--- src/rtl/core/abnl_pkg.sv ---
// Shared types and constants for the archive block name lister.
package abnl_pkg;

    // Result queue geometry
    localparam int RQ_DEPTH = 4;
    localparam int RQ_AW    = $clog2(RQ_DEPTH);
    localparam int RQ_CW    = RQ_AW + 1;

    localparam logic KIND_NAME  = 1'b0;
    localparam logic KIND_COUNT = 1'b1;

    typedef struct packed {
        logic [7:0] data_byte;
        logic       end_of_archive;
    } in_item_t;

    typedef struct packed {
        logic        kind;
        logic [15:0] value;
        logic [15:0] file_number;
        logic        name_last;
    } out_item_t;

    // Results produced by one request: zero, one or two items
    typedef struct packed {
        logic [1:0] count;
        out_item_t  first;
        out_item_t  second;
    } res_t;

endpackage

--- src/rtl/core/archive_block_name_lister.sv ---
// Top level: input register, block header walker and result queue.
//
//  channel | signals                       | payload
//  --------+-------------------------------+-----------------------------------
//  input   | in_valid / in_ready           | in_data  (data_byte, end_of_archive)
//  output  | out_valid / out_ready         | out_data (kind, value, file_number,
//          |                               |           name_last)
//
// One byte per cycle while the queue has room: a request is registered, then
// processed by the walker while the next byte is taken. A byte yields zero,
// one or two results into a four-entry queue; the walker advances only while
// the queue has two free slots, so a stalled output backs up into in_ready.
// Reset puts the walker in its signature skip and empties the queue.
module archive_block_name_lister
    import abnl_pkg::*;
(
    input  logic      clk,
    input  logic      rst_n,
    input  logic      in_valid,
    output logic      in_ready,
    input  in_item_t  in_data,
    output logic      out_valid,
    input  logic      out_ready,
    output out_item_t out_data
);

    logic     s1_valid_reg, s1_valid_next;
    in_item_t s1_data_reg;
    logic     room;
    logic     proc;
    res_t     res;

    assign proc     = s1_valid_reg && room;
    assign in_ready = !s1_valid_reg || room;

    always_comb
    begin
        if (in_valid && in_ready)
            s1_valid_next = 1'b1;
        else if (proc)
            s1_valid_next = 1'b0;
        else
            s1_valid_next = s1_valid_reg;
    end

    always_ff @(posedge clk or negedge rst_n)
    begin
        if (!rst_n)
            s1_valid_reg <= 1'b0;
        else
            s1_valid_reg <= s1_valid_next;
    end

    always_ff @(posedge clk)
    begin
        if (in_valid && in_ready)
            s1_data_reg <= in_data;
    end

    abnl_parse u_parse (
        .clk        (clk),
        .rst_n      (rst_n),
        .item_valid (proc),
        .item       (s1_data_reg),
        .res        (res)
    );

    abnl_rfifo u_rfifo (
        .clk       (clk),
        .rst_n     (rst_n),
        .push      (res),
        .room      (room),
        .out_valid (out_valid),
        .out_ready (out_ready),
        .out_data  (out_data)
    );

endmodule

--- src/rtl/core/abnl_parse.sv ---
// Block header walker: parser state and per-byte next-state and result logic.
module abnl_parse
    import abnl_pkg::*;
(
    input  logic     clk,
    input  logic     rst_n,
    input  logic     item_valid,
    input  in_item_t item,
    output res_t     res
);

    localparam logic [2:0] PH_SIG  = 3'd0;
    localparam logic [2:0] PH_HDR  = 3'd1;
    localparam logic [2:0] PH_FHDR = 3'd2;
    localparam logic [2:0] PH_NAME = 3'd3;
    localparam logic [2:0] PH_SKIP = 3'd4;

    localparam logic [7:0]  FILE_BLOCK_TYPE = 8'h74;
    localparam logic [15:0] SIG_LEN         = 16'd7;
    localparam logic [15:0] BLK_HDR_LEN     = 16'd7;
    localparam logic [15:0] FILE_HDR_LEN    = 16'd25;
    localparam logic [32:0] FIXED_USED      = 33'd32;

    logic [2:0]  phase_reg, phase_next;
    logic [15:0] field_position_reg, field_position_next;
    logic [7:0]  block_type_reg, block_type_next;
    logic [15:0] block_header_size_reg, block_header_size_next;
    logic [31:0] packed_size_reg, packed_size_next;
    logic [15:0] name_length_reg, name_length_next;
    logic [32:0] skip_remaining_reg, skip_remaining_next;
    logic [15:0] file_count_reg, file_count_next;

    logic [15:0] fp_inc;
    logic [16:0] fp_inc_wide;
    logic [32:0] used;
    logic [32:0] skip_dec;
    logic        name_end;
    logic        emit_name;
    out_item_t   name_item;
    out_item_t   count_item;

    always_comb
    begin
        phase_next             = phase_reg;
        field_position_next    = field_position_reg;
        block_type_next        = block_type_reg;
        block_header_size_next = block_header_size_reg;
        packed_size_next       = packed_size_reg;
        name_length_next       = name_length_reg;
        skip_remaining_next    = skip_remaining_reg;
        file_count_next        = file_count_reg;

        fp_inc      = field_position_reg + 16'd1;
        fp_inc_wide = {1'b0, field_position_reg} + 17'd1;
        used        = FIXED_USED + {17'd0, name_length_reg};
        skip_dec    = skip_remaining_reg - 33'd1;
        name_end    = (fp_inc_wide >= {1'b0, name_length_reg});
        emit_name   = 1'b0;

        unique case (phase_reg)
            PH_SIG:
            begin
                field_position_next = fp_inc;
                if (fp_inc >= SIG_LEN)
                begin
                    field_position_next = '0;
                    phase_next          = PH_HDR;
                end
            end
            PH_FHDR:
            begin
                if (field_position_reg < 16'd4)
                    packed_size_next[8*field_position_reg[1:0] +: 8] = item.data_byte;
                else if (field_position_reg == 16'd19)
                    name_length_next[7:0] = item.data_byte;
                else if (field_position_reg == 16'd20)
                    name_length_next[15:8] = item.data_byte;
                else if (field_position_reg == 16'd21)
                    // sizes complete: stage the trailing skip in two steps
                    skip_remaining_next = {17'd0, block_header_size_reg}
                                        + {1'b0, packed_size_reg};
                else if (field_position_reg == 16'd22)
                    skip_remaining_next = (skip_remaining_reg > used) ?
                                          (skip_remaining_reg - used) : '0;
                field_position_next = fp_inc;
                if (fp_inc >= FILE_HDR_LEN)
                begin
                    field_position_next = '0;
                    if (name_length_reg != 16'd0)
                        phase_next = PH_NAME;
                    else
                        phase_next = (skip_remaining_reg != '0) ? PH_SKIP : PH_HDR;
                end
            end
            PH_NAME:
            begin
                emit_name           = 1'b1;
                field_position_next = fp_inc;
                if (name_end)
                begin
                    field_position_next = '0;
                    phase_next = (skip_remaining_reg != '0) ? PH_SKIP : PH_HDR;
                end
            end
            PH_SKIP:
            begin
                if (skip_remaining_reg != '0)
                    skip_remaining_next = skip_dec;
                if (skip_remaining_reg == '0 || skip_dec == '0)
                begin
                    field_position_next = '0;
                    phase_next          = PH_HDR;
                end
            end
            default:
            begin
                phase_next = PH_HDR;
                if (field_position_reg == 16'd2)
                    block_type_next = item.data_byte;
                else if (field_position_reg == 16'd5)
                    block_header_size_next[7:0] = item.data_byte;
                else if (field_position_reg == 16'd6)
                    block_header_size_next[15:8] = item.data_byte;
                field_position_next = fp_inc;
                if (fp_inc >= BLK_HDR_LEN)
                begin
                    field_position_next = '0;
                    if (block_type_next == FILE_BLOCK_TYPE)
                    begin
                        if (file_count_reg != 16'hFFFF)
                            file_count_next = file_count_reg + 16'd1;
                        packed_size_next = '0;
                        name_length_next = '0;
                        phase_next       = PH_FHDR;
                    end
                    else if (block_header_size_next > BLK_HDR_LEN)
                    begin
                        skip_remaining_next = {17'd0, block_header_size_next - BLK_HDR_LEN};
                        phase_next          = PH_SKIP;
                    end
                    else
                    begin
                        skip_remaining_next = '0;
                        phase_next          = PH_HDR;
                    end
                end
            end
        endcase

        name_item.kind        = KIND_NAME;
        name_item.value       = {8'd0, item.data_byte};
        name_item.file_number = file_count_reg;
        name_item.name_last   = name_end;

        count_item.kind        = KIND_COUNT;
        count_item.value       = file_count_next;
        count_item.file_number = '0;
        count_item.name_last   = 1'b1;

        res.count  = 2'd0;
        res.first  = count_item;
        res.second = count_item;
        if (item_valid)
        begin
            if (emit_name)
            begin
                res.first = name_item;
                res.count = item.end_of_archive ? 2'd2 : 2'd1;
            end
            else
            begin
                res.count = item.end_of_archive ? 2'd1 : 2'd0;
            end
        end

        // archive end: everything returns to the reset state
        if (item.end_of_archive)
        begin
            phase_next             = PH_SIG;
            field_position_next    = '0;
            block_type_next        = '0;
            block_header_size_next = '0;
            packed_size_next       = '0;
            name_length_next       = '0;
            skip_remaining_next    = '0;
            file_count_next        = '0;
        end
    end

    always_ff @(posedge clk or negedge rst_n)
    begin
        if (!rst_n)
        begin
            phase_reg             <= PH_SIG;
            field_position_reg    <= '0;
            block_type_reg        <= '0;
            block_header_size_reg <= '0;
            packed_size_reg       <= '0;
            name_length_reg       <= '0;
            skip_remaining_reg    <= '0;
            file_count_reg        <= '0;
        end
        else if (item_valid)
        begin
            phase_reg             <= phase_next;
            field_position_reg    <= field_position_next;
            block_type_reg        <= block_type_next;
            block_header_size_reg <= block_header_size_next;
            packed_size_reg       <= packed_size_next;
            name_length_reg       <= name_length_next;
            skip_remaining_reg    <= skip_remaining_next;
            file_count_reg        <= file_count_next;
        end
    end

    a_skip_nonzero: assert property (@(posedge clk) disable iff (!rst_n)
        phase_reg == PH_SKIP |-> skip_remaining_reg != '0)
        else $error("skip phase with nothing left to skip");

    a_name_inside: assert property (@(posedge clk) disable iff (!rst_n)
        phase_reg == PH_NAME |-> field_position_reg < name_length_reg)
        else $error("name position beyond name length");

    a_end_resets: assert property (@(posedge clk) disable iff (!rst_n)
        item_valid && item.end_of_archive |=> phase_reg == PH_SIG && file_count_reg == '0)
        else $error("archive end did not restart the walker");

endmodule

--- src/rtl/core/abnl_rfifo.sv ---
// Result queue: takes up to two results per cycle, delivers one per output handshake.
module abnl_rfifo
    import abnl_pkg::*;
(
    input  logic      clk,
    input  logic      rst_n,
    input  res_t      push,
    output logic      room,
    output logic      out_valid,
    input  logic      out_ready,
    output out_item_t out_data
);

    out_item_t        mem [RQ_DEPTH];
    logic [RQ_AW-1:0] wr_ptr_reg, wr_ptr_next;
    logic [RQ_AW-1:0] rd_ptr_reg, rd_ptr_next;
    logic [RQ_CW-1:0] count_reg, count_next;
    logic [RQ_AW-1:0] wr_ptr_plus1;
    logic             pop;

    assign room         = (count_reg <= RQ_CW'(RQ_DEPTH - 2));
    assign out_valid    = (count_reg != '0);
    assign out_data     = mem[rd_ptr_reg];
    assign pop          = out_valid && out_ready;
    assign wr_ptr_plus1 = wr_ptr_reg + RQ_AW'(1);

    always_comb
    begin
        wr_ptr_next = wr_ptr_reg + RQ_AW'(push.count);
        rd_ptr_next = pop ? rd_ptr_reg + RQ_AW'(1) : rd_ptr_reg;
        count_next  = count_reg + RQ_CW'(push.count) - RQ_CW'(pop);
    end

    always_ff @(posedge clk)
    begin
        if (push.count != 2'd0)
            mem[wr_ptr_reg] <= push.first;
        if (push.count == 2'd2)
            mem[wr_ptr_plus1] <= push.second;
    end

    always_ff @(posedge clk or negedge rst_n)
    begin
        if (!rst_n)
        begin
            wr_ptr_reg <= '0;
            rd_ptr_reg <= '0;
            count_reg  <= '0;
        end
        else
        begin
            wr_ptr_reg <= wr_ptr_next;
            rd_ptr_reg <= rd_ptr_next;
            count_reg  <= count_next;
        end
    end

endmodule

--- config.mk ---
export PLATFORM = sky130hd
export DESIGN_NAME = archive_block_name_lister
export DESIGN_NICKNAME = d
export VERILOG_FILES = /design/src/rtl/core/abnl_pkg.sv /design/src/rtl/core/archive_block_name_lister.sv /design/src/rtl/core/abnl_parse.sv /design/src/rtl/core/abnl_rfifo.sv
export SDC_FILE = /design/constraint.sdc
export NUM_CORES = 1
export LEC_CHECK = 0
export BUFFER_PORTS_ARGS = -buffer_cell sky130_fd_sc_hd__buf_2
export CAP_MARGIN = 20
export CORE_MARGIN = 2
export CORE_UTILIZATION = 40
export DETAILED_ROUTE_END_ITERATION = 8
export GPL_TIMING_DRIVEN = 0
export PLACE_DENSITY = 0.52
export SETUP_SLACK_MARGIN = 0.3
export SKIP_LAST_GASP = 1
export SLEW_MARGIN = 20
export SYNTH_ARGS = -nofsm -noshare
export SYNTH_HDL_FRONTEND = slang
export SYNTH_SLANG_ARGS = --single-unit
--- constraint.sdc ---
create_clock -name clk -period 11.35 [get_ports clk]
set_clock_uncertainty 0.1 [all_clocks]
set_input_delay 2.27 -clock clk [delete_from_list [all_inputs] [get_ports clk]]
set_output_delay 2.27 -clock clk [all_outputs]
set_load 0.05 [all_outputs]
Word-level counts from Yosys, hierarchy flattened

Memory sizes are Yosys's and may differ from the RTL's.
Cells that the tools add are included.

Bits in registers: 157
RAM bits: 136
Input bits: 13
Output and inout port bits: 36
Word-level logic and storage cells: 166
Memories kept: 1

Memories:

| memory      | depth | bits a word | rd ports | clocked after memory_dff | write ports | line             | text |
|---|---|---|---|---|---|---|---|
| u_rfifo.mem | 4     | 34          | 1        | 0                        | 2           | abnl_rfifo.sv:14 | `out_item_t mem [RQ_DEPTH];` |

Add/sub/neg operators: 14
Magnitude comparators: 7
Equality and inequality tests: 29
Shift-type cells: 2
Multiplexer cells: 71
Reductions and logical operators: 27

Operator list:

| cell                                                                     | count |
|---|---|
| 33-bit 2-to-1 mux                                                        | 10 |
| 16-bit 2-to-1 mux                                                        | 19 |
| 32-bit 2-to-1 mux                                                        | 4 |
| 33-bit case mux with 3 select lines                                      | 1 |
| 8-bit 2-to-1 mux                                                         | 10 |
| 33-bit zero test                                                         | 2 |
| 16-bit by 5-bit == test with 1-bit output (second input constant)        | 4 |
| 32-bit case mux with 2 select lines                                      | 1 |
| 16-bit case mux with 3 select lines                                      | 1 |
| 36-bit 2-to-1 mux                                                        | 1 |
| 34-bit 2-to-1 mux                                                        | 1 |
| 5-bit negation with 34-bit output                                        | 1 |
| 8-bit by 34-bit variable shift with 32-bit output (first input constant) | 1 |
| 8-bit by 34-bit indexed part select with 32-bit output                   | 1 |
| 16-bit by 32-bit adder with 33-bit output                                | 1 |
| 33-bit > comparator                                                      | 1 |
| 33-bit nonzero test                                                      | 1 |
| 33-bit by 1-bit subtractor with 33-bit output (second input constant)    | 1 |
| 33-bit subtractor                                                        | 1 |
| 16-bit by 1-bit adder with 16-bit output (second input constant)         | 2 |
| 32-bit bitwise mux                                                       | 1 |
| 16-bit by 3-bit == test with 1-bit output (second input constant)        | 2 |
| 16-bit case mux with 2 select lines                                      | 1 |
| 3-bit 2-to-1 mux                                                         | 10 |
| 43 further kinds                                                         | 72 |

Logic depth before layout (Yosys ltp)

Gate-level depths: netlist of run 1.

Depth after elaboration: 12
Depth in mapped cells: 18
Mapped depth without buffers: 16

By module

Synthesis of run 1 repeated with hierarchy kept, for this count alone.

Cell total of the unflattened synthesis: 1902
Area total of the unflattened synthesis: 19795.2 um^2

By module, submodules not included:

| module                    | instances | cells each | area an instance (um^2) | seq. area each (um^2) |
|---|---|---|---|---|
| abnl_parse                | 1         | 1519       | 12458.2                 | 3503.4 |
| abnl_rfifo                | 1         | 369        | 7006.7                  | 4259.1 |
| archive_block_name_lister | 1         | 14         | 330.3                   | 295.3 |

Worst setup path after synthesis of run 1

OpenSTA, ideal clock, no wires.

Kind: register to output
Start: reg u_rfifo.rd_ptr_reg[0]
End: out out_data[23] (netlist name)
Arrival time: 2.031 ns
Data required time: 8.980 ns
Slack: 6.949 ns
Cell stages (with the launch flop): 4
Buffers on the path: 2
Cell sequence: dfrtp_1 -> clkbuf_1 -> buf_1 -> mux4_2

RTL lines:

| what                   | line                            | text |
|---|---|---|
| start, declared        | abnl_rfifo.sv:16                | `logic [RQ_AW-1:0] rd_ptr_reg, rd_ptr_next;` |
| start signal, assigned | abnl_rfifo.sv:53                | `rd_ptr_reg <= rd_ptr_next;` |
| end, declared          | archive_block_name_lister.sv:24 | `output out_item_t out_data` |

==> flow_metrics.py, run 1 <==
metrics = {
    "synth": {
        "synth_area_um2": 18500,
        "netlist.top_cell.by_area": "dfrtp_1",
        "ys_async_sr_fraction": 0.505,
        "synth_flop_cell": "dfrtp_1",
        "synth.top_cells.by_count": "271 x nand2_1, 166 x nor2_1, 161 x o21ai_0, 148 x dfrtp_1, 93 x clkbuf_1",
        "syn_area_per_cell_um2": 9.02,
        "synth_area_leaders": "dfrtp_1 20%, edfxtp_1 12%, dfxtp_1 7.8%",
        "synth_top_area_frac": 0.200,
        "synth_edf_count": 73,
        "ys_warn_count": 0,
        "synth.distinct_cells": 84,
        "syn_inst": 2054,
        "synth_most_common_cell": "nand2_1",
        "synth_fp_nets": 2138,
        "ys_seq_area_frac": 0.396,
        "ys_ff_latch": 293,
    },
    "placed_design": {
        "place_hpwl_um": 48100,
        "dp.cells": 2705,
        "place.gp.congestion": 0.950,
        "numPortBuffers": 48,
        "place_ws_ns": 5.99,
    },
    "global_route": {
        "overflow": 0,
        "grt_pass1_vias": 15900,
        "grt_pass1_wl_um": 98200,
        "grt_max_degree": 78,
        "antenna_found_initial": 1,
        "track_usage": 0.272,
    },
    "drt": {
        "antenna_left": 0,
        "num_vias": 16300,
        "drt_wl_total_um": 64800,
        "drt_iter0_drc": 1449,
        "vias_per_cell": 5.89,
        "drt-wirelength-per-cell_um": 23.4,
        "drc": 0,
        "dr.pass1.iters": 8,
    },
    "power": {
        "ir_drop_mv": 0.147,
        "p_per_area_nw_per_um2": 233,
        "p_leak_nw": 8.11,
        "power_mw": 4.85,
    },
    "sta": {
        "drv_slew": 0,
        "fin_crit_ns": 5.66,
        "max_freq_mhz": 177,
        "setup_viol": 0,
        "setup_ws_ns": 5.69,
        "rsz0062_at_grt": "false",
        "hold_viol_final": 0,
        "fin_setup_tns_ns": 0,
        "max_slew_margin": 0.199,
        "post-route-period-util": 0.499,
        "tightest_slew_ns": 1.20,
    },
    "setup_path": {
        "setup.worst_path.class": "reg -> out",
        "arrival_ns": 3.29,
        "cp_data_required_time_ns": 8.98,
        "crit_chain": "clkbuf_1 -> clkbuf_1 -> clkbuf_1 -> mux4_2 -> buf_2",
        "critPathBufInv": 4,
        "critPathTopFamily": "buffers and inverters",
        "reg2reg_depth": 11,
        "crit_top_cell": "clkbuf_1",
        "cp_max_fo": 10,
        "path_depth": 5,
        "cpMaxStageDelayCell": "clkbuf_1",
        "critPathLaunchType": "flop",
        "endpoint_kind": "output pin",
        "slowest_delay_ns": 0.61,
    },
    "clock_tree": {
        "htree_levels": 2,
        "cts_buffer_depth": 3,
        "cts_buffers": 36,
        "clk_latency_ns": 0.57,
        "clk_pin_slew_worst_paths_ns": 0.06,
        "clock-sinks": 293,
        "cts-resized-gates": 0,
        "postCtsHoldBufs": 0,
        "cts-root-buf": "clkbuf_16",
        "cts_setup_buffers": 0,
        "tritoncts": "done",
    },
    "die": {
        "initial_utilization": 0.407,
        "die-area_um2": 48100,
        "io_pins": 49,
        "dieWidth_um": 219,
        "rows": 78,
        "coreArea_um2": 45600,
        "die_h_um": 219,
    },
    "cells_and_area": {
        "syn_to_final_growth_pct": 12.3,
        "layout.nets": 2227,
        "layout-drive-gt1-share": 0.100,
        "largest_register_ffs": 136,
        "instances_no_fill": 2772,
    },
    "worst_hold_path": {
        "hold_class": "reg -> reg",
        "whs_path_depth": 2,
    },
    "job": {
        "cap_violations": 0,
    },
    "status": {
        "status": "complete, no violations",
    },
}
through the flow:
| stage | cell area [um2] | utilization | hold WS [ns] |
|---|---|---|---|
| floorplan | 18500 | - | 0.318 |
| finish | 20800 | 0.456 | 0.348 |
| global placement | 19500 | 0.428 | 0.328 |
| detailed placement | 19600 | 0.431 | 0.339 |
| global route | 20800 | 0.456 | 0.363 |
| CTS | 20800 | 0.456 | 0.347 |
placed cells by master, fill, tap and decap left out, types with 11 or more instances in the layout:
cell,Yosys,layout
a21oi_1,73,73
and2_1,21,21
clkbuf_1,93,103
a22o_1,18,18
o21bai_1,12,12
a211oi_1,18,18
mux4_2,34,34
dfxtp_1,72,72
ha_1,68,68
nor4_1,32,30
buf_2,15,62
or3_1,17,17
edfxtp_1,73,73
clkbuf_16,0,36
or4_1,11,11
a22oi_1,25,25
xnor2_1,78,78
a31oi_1,13,13
a21o_1,19,19
nand2_1,271,271
inv_1,86,86
nand3_1,69,69
mux2i_1,66,66
dfrtp_1,148,148
mux2_2,21,21
and3_1,15,15
o22ai_1,43,43
xor2_1,42,42
nand4_1,22,22
o21ai_0,161,161
nor3_1,45,42
o31ai_1,15,15
nor2_1,166,166
nand2b_1,26,26
tightest hold or removal path: cells and delay by family (launching register included):
family	cells	cell delay [ns]
DFF	1	0.32
and+or+nand+nor	1	0.04
AOI/OAI and AO/OA	1	0.05
report_power, final:
part | internal (mW) | switching [mW] | total [mW]
clock network | 0.668 | 0.498 | 1.17
logic | 0.782 | 1.56 | 2.34
registers | 1.20 | 0.146 | 1.35
total | 2.65 | 2.20 | 4.85
final cells by class:
type	instances	area (um2)
Antenna cell	1	2.50
Buffer	121	499
Clock buffer	51	997
Clock inverter	15	166
Fill cell	4403	24800
Inverter	86	323
Multi-Input combinational cell	1554	10400
Sequential cell	293	7340
Tap cell	600	751
Timing Repair Buffer	51	293
cells by family after synthesis:
family          count (synthesis)  share of synthesized area
simple gates                  744                      0.190
compound gates                497                      0.173
flops                         293                      0.396
buf+inv                       207                     0.0443
mux                           122                     0.0905
xor+xnor                      120                     0.0567
fa+ha+maj                      71                     0.0491
metal layers:
| metal | GRT usage | wire (um) | part of all wire |
|---|---|---|---|
| met2 | 0.447 | 30400 | 0.47 |
| met5 | 0 | 0 | 0 |
| met1 | 0.361 | 28100 | 0.43 |
| met3 | 0.0362 | 3560 | 0.055 |
| met4 | 0.114 | 2750 | 0.043 |
path summary, 6_finish.rpt:
kind	from	end	slack, ns
hold reg to reg	u_rfifo.mem[1][11]	u_rfifo.mem[1][11]	0.35
setup reg to reg	u_parse.field_position_reg[0]	u_rfifo.mem[0][18]	6.07
min in group asynchronous	rst_n	u_parse.block_type_reg[6]	1.57
max in group asynchronous	rst_n	u_parse.file_count_reg[2]	8.72
hold / removal	u_rfifo.mem[1][11]	u_rfifo.mem[1][11]	0.35
setup / recovery	u_rfifo.rd_ptr_reg[0]	out_data[15]	5.69
Power figures use the tool's default switching activity.
==> inputs of run 2 (changes only) <==
Clock period 11.35 ns to 5.5 ns, I/O delays scaled along.
==> run 2 against run 1 <==
Net effect: non-clock buffer count rose by 3; wire length about the same; hold slack gained 0.0012 ns; combinational power rose by 110%; worst setup slack got worse by 5.1 ns; clock power up 110%; register-to-register slack worse by 5.5 ns; first-iteration DRC count increased by 2.3%; critical endpoint is now u_parse.skip_remaining_reg[15].
==> flow_metrics.py, run 2 (synthesis results as in run 1) <==
metrics = {
    "die": {
        "rows": 78,
        "coreArea_um2": 45600,
        "die_h_um": 219,
        "initial_utilization": 0.407,
        "dieWidth_um": 219,
        "io_pins": 49,
        "die-area_um2": 48100,
    },
    "drt": {
        "dr.pass1.iters": 5,
        "vias_per_cell": 5.90,
        "drt-wirelength-per-cell_um": 23.4,
        "drt_iter0_drc": 1482,
        "drc": 0,
        "num_vias": 16400,
        "antenna_left": 0,
        "drt_wl_total_um": 64800,
    },
    "clock_tree": {
        "clk_pin_slew_worst_paths_ns": 0.06,
        "htree_levels": 2,
        "clock-sinks": 293,
        "clk_latency_ns": 0.57,
        "tritoncts": "done",
        "cts_buffers": 36,
        "cts-root-buf": "clkbuf_16",
        "cts_buffer_depth": 3,
    },
    "power": {
        "p_per_area_nw_per_um2": 482,
        "power_mw": 10.0,
        "internal_power_mw": 5.48,
        "power.share.combinational": 0.484,
        "ir_drop_mv": 0.303,
        "p_leak_nw": 8.13,
        "p_sw_mw": 4.56,
        "switching_share": 0.454,
        "seq_power_share": 0.277,
        "power_frac_clock": 0.239,
    },
    "setup_path": {
        "slowest_delay_ns": 0.70,
        "arrival_ns": 5.27,
        "endpoint_kind": "flop",
        "cpMaxStageDelayCell": "nor4_1",
        "cp_data_required_time_ns": 5.84,
        "cp_max_fo": 10,
        "crit_chain": "ha_1 -> clkbuf_1 -> nand4_1 -> nor4_1 -> mux2i_1 -> nand4_1 -> o21a_1 -> o31ai_2 -> buf_2 -> buf_2 -> a21oi_1 -> a32o_1",
        "critPathLaunchType": "flop",
        "reg2reg_depth": 12,
        "setup.worst_path.class": "reg -> reg",
    },
    "sta": {
        "drv_slew": 0,
        "setup_viol": 0,
        "max_freq_mhz": 203,
        "tightest_slew_ns": 1.25,
        "hold_viol_final": 0,
        "fin_setup_tns_ns": 0,
        "max_slew_margin": 0.165,
        "fin_crit_ns": 4.93,
        "post-route-period-util": 0.897,
        "rsz0062_at_grt": "false",
        "setup_ws_ns": 0.569,
    },
    "cells_and_area": {
        "multiInputGateArea_um2": 10400,
        "fin_util": 0.457,
        "nFillCells": 4403,
        "syn_to_final_growth_pct": 12.4,
        "final_cell_mix": "271 x nand2_1, 166 x nor2_1, 160 x o21ai_0",
        "layout.nets": 2230,
        "antenna_cells": 0,
        "largest_register_ffs": 136,
        "layout_commonest_cell": "nand2_1",
        "layout-drive-gt1-share": 0.103,
        "seq_area_um2": 7340,
    },
    "global_route": {
        "grt_pass1_vias": 15900,
        "grt_pass1_wl_um": 98200,
        "overflow": 0,
        "antenna_found_initial": 1,
        "grt_max_degree": 78,
        "track_usage": 0.272,
    },
    "job": {
        "cap_violations": 0,
    },
    "status": {
        "status": "complete, no violations",
    },
    "worst_hold_path": {
        "whs_path_depth": 2,
        "hold_class": "reg -> reg",
    },
    "placed_design": {
        "numPortBuffers": 48,
        "place_hpwl_um": 48100,
        "place.gp.congestion": 0.950,
        "place_ws_ns": 0.142,
    },
}
run 2: cell types whose count changed in the layout (fill, tap and decap cells not counted), sizes merged:
cell / previous run / this run
diode: 1 / 0
buf: 77 / 80
run 2: metrics by stage:
| step | hold WS (ns) | cells | cell area, um2 |
|---|---|---|---|
| after floorplan | 0.318 | 2054 | 18500 |
| after global routing | 0.363 | 2774 | 20800 |
| after CTS | 0.347 | 2771 | 20800 |
| after detailed placement | 0.339 | 2705 | 19600 |
| after global placement | 0.328 | 2702 | 19500 |
| final | 0.349 | 2774 | 20800 |
run 2: final timing paths:
| check | start | endpoint | slack (ns) |
|---|---|---|---|
| setup / recovery | u_parse.field_position_reg[1] | u_parse.skip_remaining_reg[15] | 0.57 |
| hold / removal | u_rfifo.mem[1][11] | u_rfifo.mem[1][11] | 0.35 |
| setup reg to reg | u_parse.field_position_reg[1] | u_parse.skip_remaining_reg[15] | 0.57 |
| hold reg to reg | u_rfifo.mem[1][11] | u_rfifo.mem[1][11] | 0.35 |
| max in group asynchronous | rst_n | u_parse.file_count_reg[2] | 4.03 |
| min in group asynchronous | rst_n | u_parse.block_type_reg[6] | 0.41 |
run 2: area by class of cell:
cell class | count | share of cell area
well taps | 600 | 0.0360
flip-flops and latches | 293 | 0.352
inverters | 86 | 0.0155
repair buffers | 54 | 0.0151
plain buffers | 121 | 0.0241
multi-input cells | 1554 | 0.501
clock inverters | 15 | 0.00799
clock buffers | 51 | 0.0479
run 2: worst max-delay path, delay by kind of cell, from the launching register on:
kind,cells,cell delay (ns)
AO/OA/AOI/OAI,4,1.20
multiplexers,1,0.43
flip-flops,1,0.51
adder cells (fa/ha/maj),1,0.20
AND/OR/NAND/NOR,3,1.39
buffers and inverters,3,0.95
run 2: per-layer routing:
layer,track usage,up-vias,part of all wire
li1,-,7676,-
met1,0.362,8015,0.43
met2,0.447,545,0.47
met3,0.0363,129,0.055
met4,0.114,0,0.042
met5,0,-,0
run 2: power by group through the flow:
| stage | clock network, mW | registers (mW) | logic, mW |
|---|---|---|---|
| 6_report | 2.40 | 2.78 | 4.86 |
| 5_1_grt | 2.52 | 2.81 | 5.23 |
| 4_1_cts | 2.45 | 2.77 | 4.76 |
| 3_5_place_dp | 0 | 2.81 | 4.73 |
| 3_3_place_gp | 0 | 2.80 | 4.67 |
| 2_1_floorplan | 0 | 2.69 | 3.34 |
run 2: repair_timing:
| item | CTS | global route |
|---|---|---|
| resized for setup | 1 | 8 |
| pin swaps | 0 | 2 |
| hold buffers | 0 | 0 |
| setup endpoints to repair | 10 | 50 |
| setup buffers | 0 | 3 |
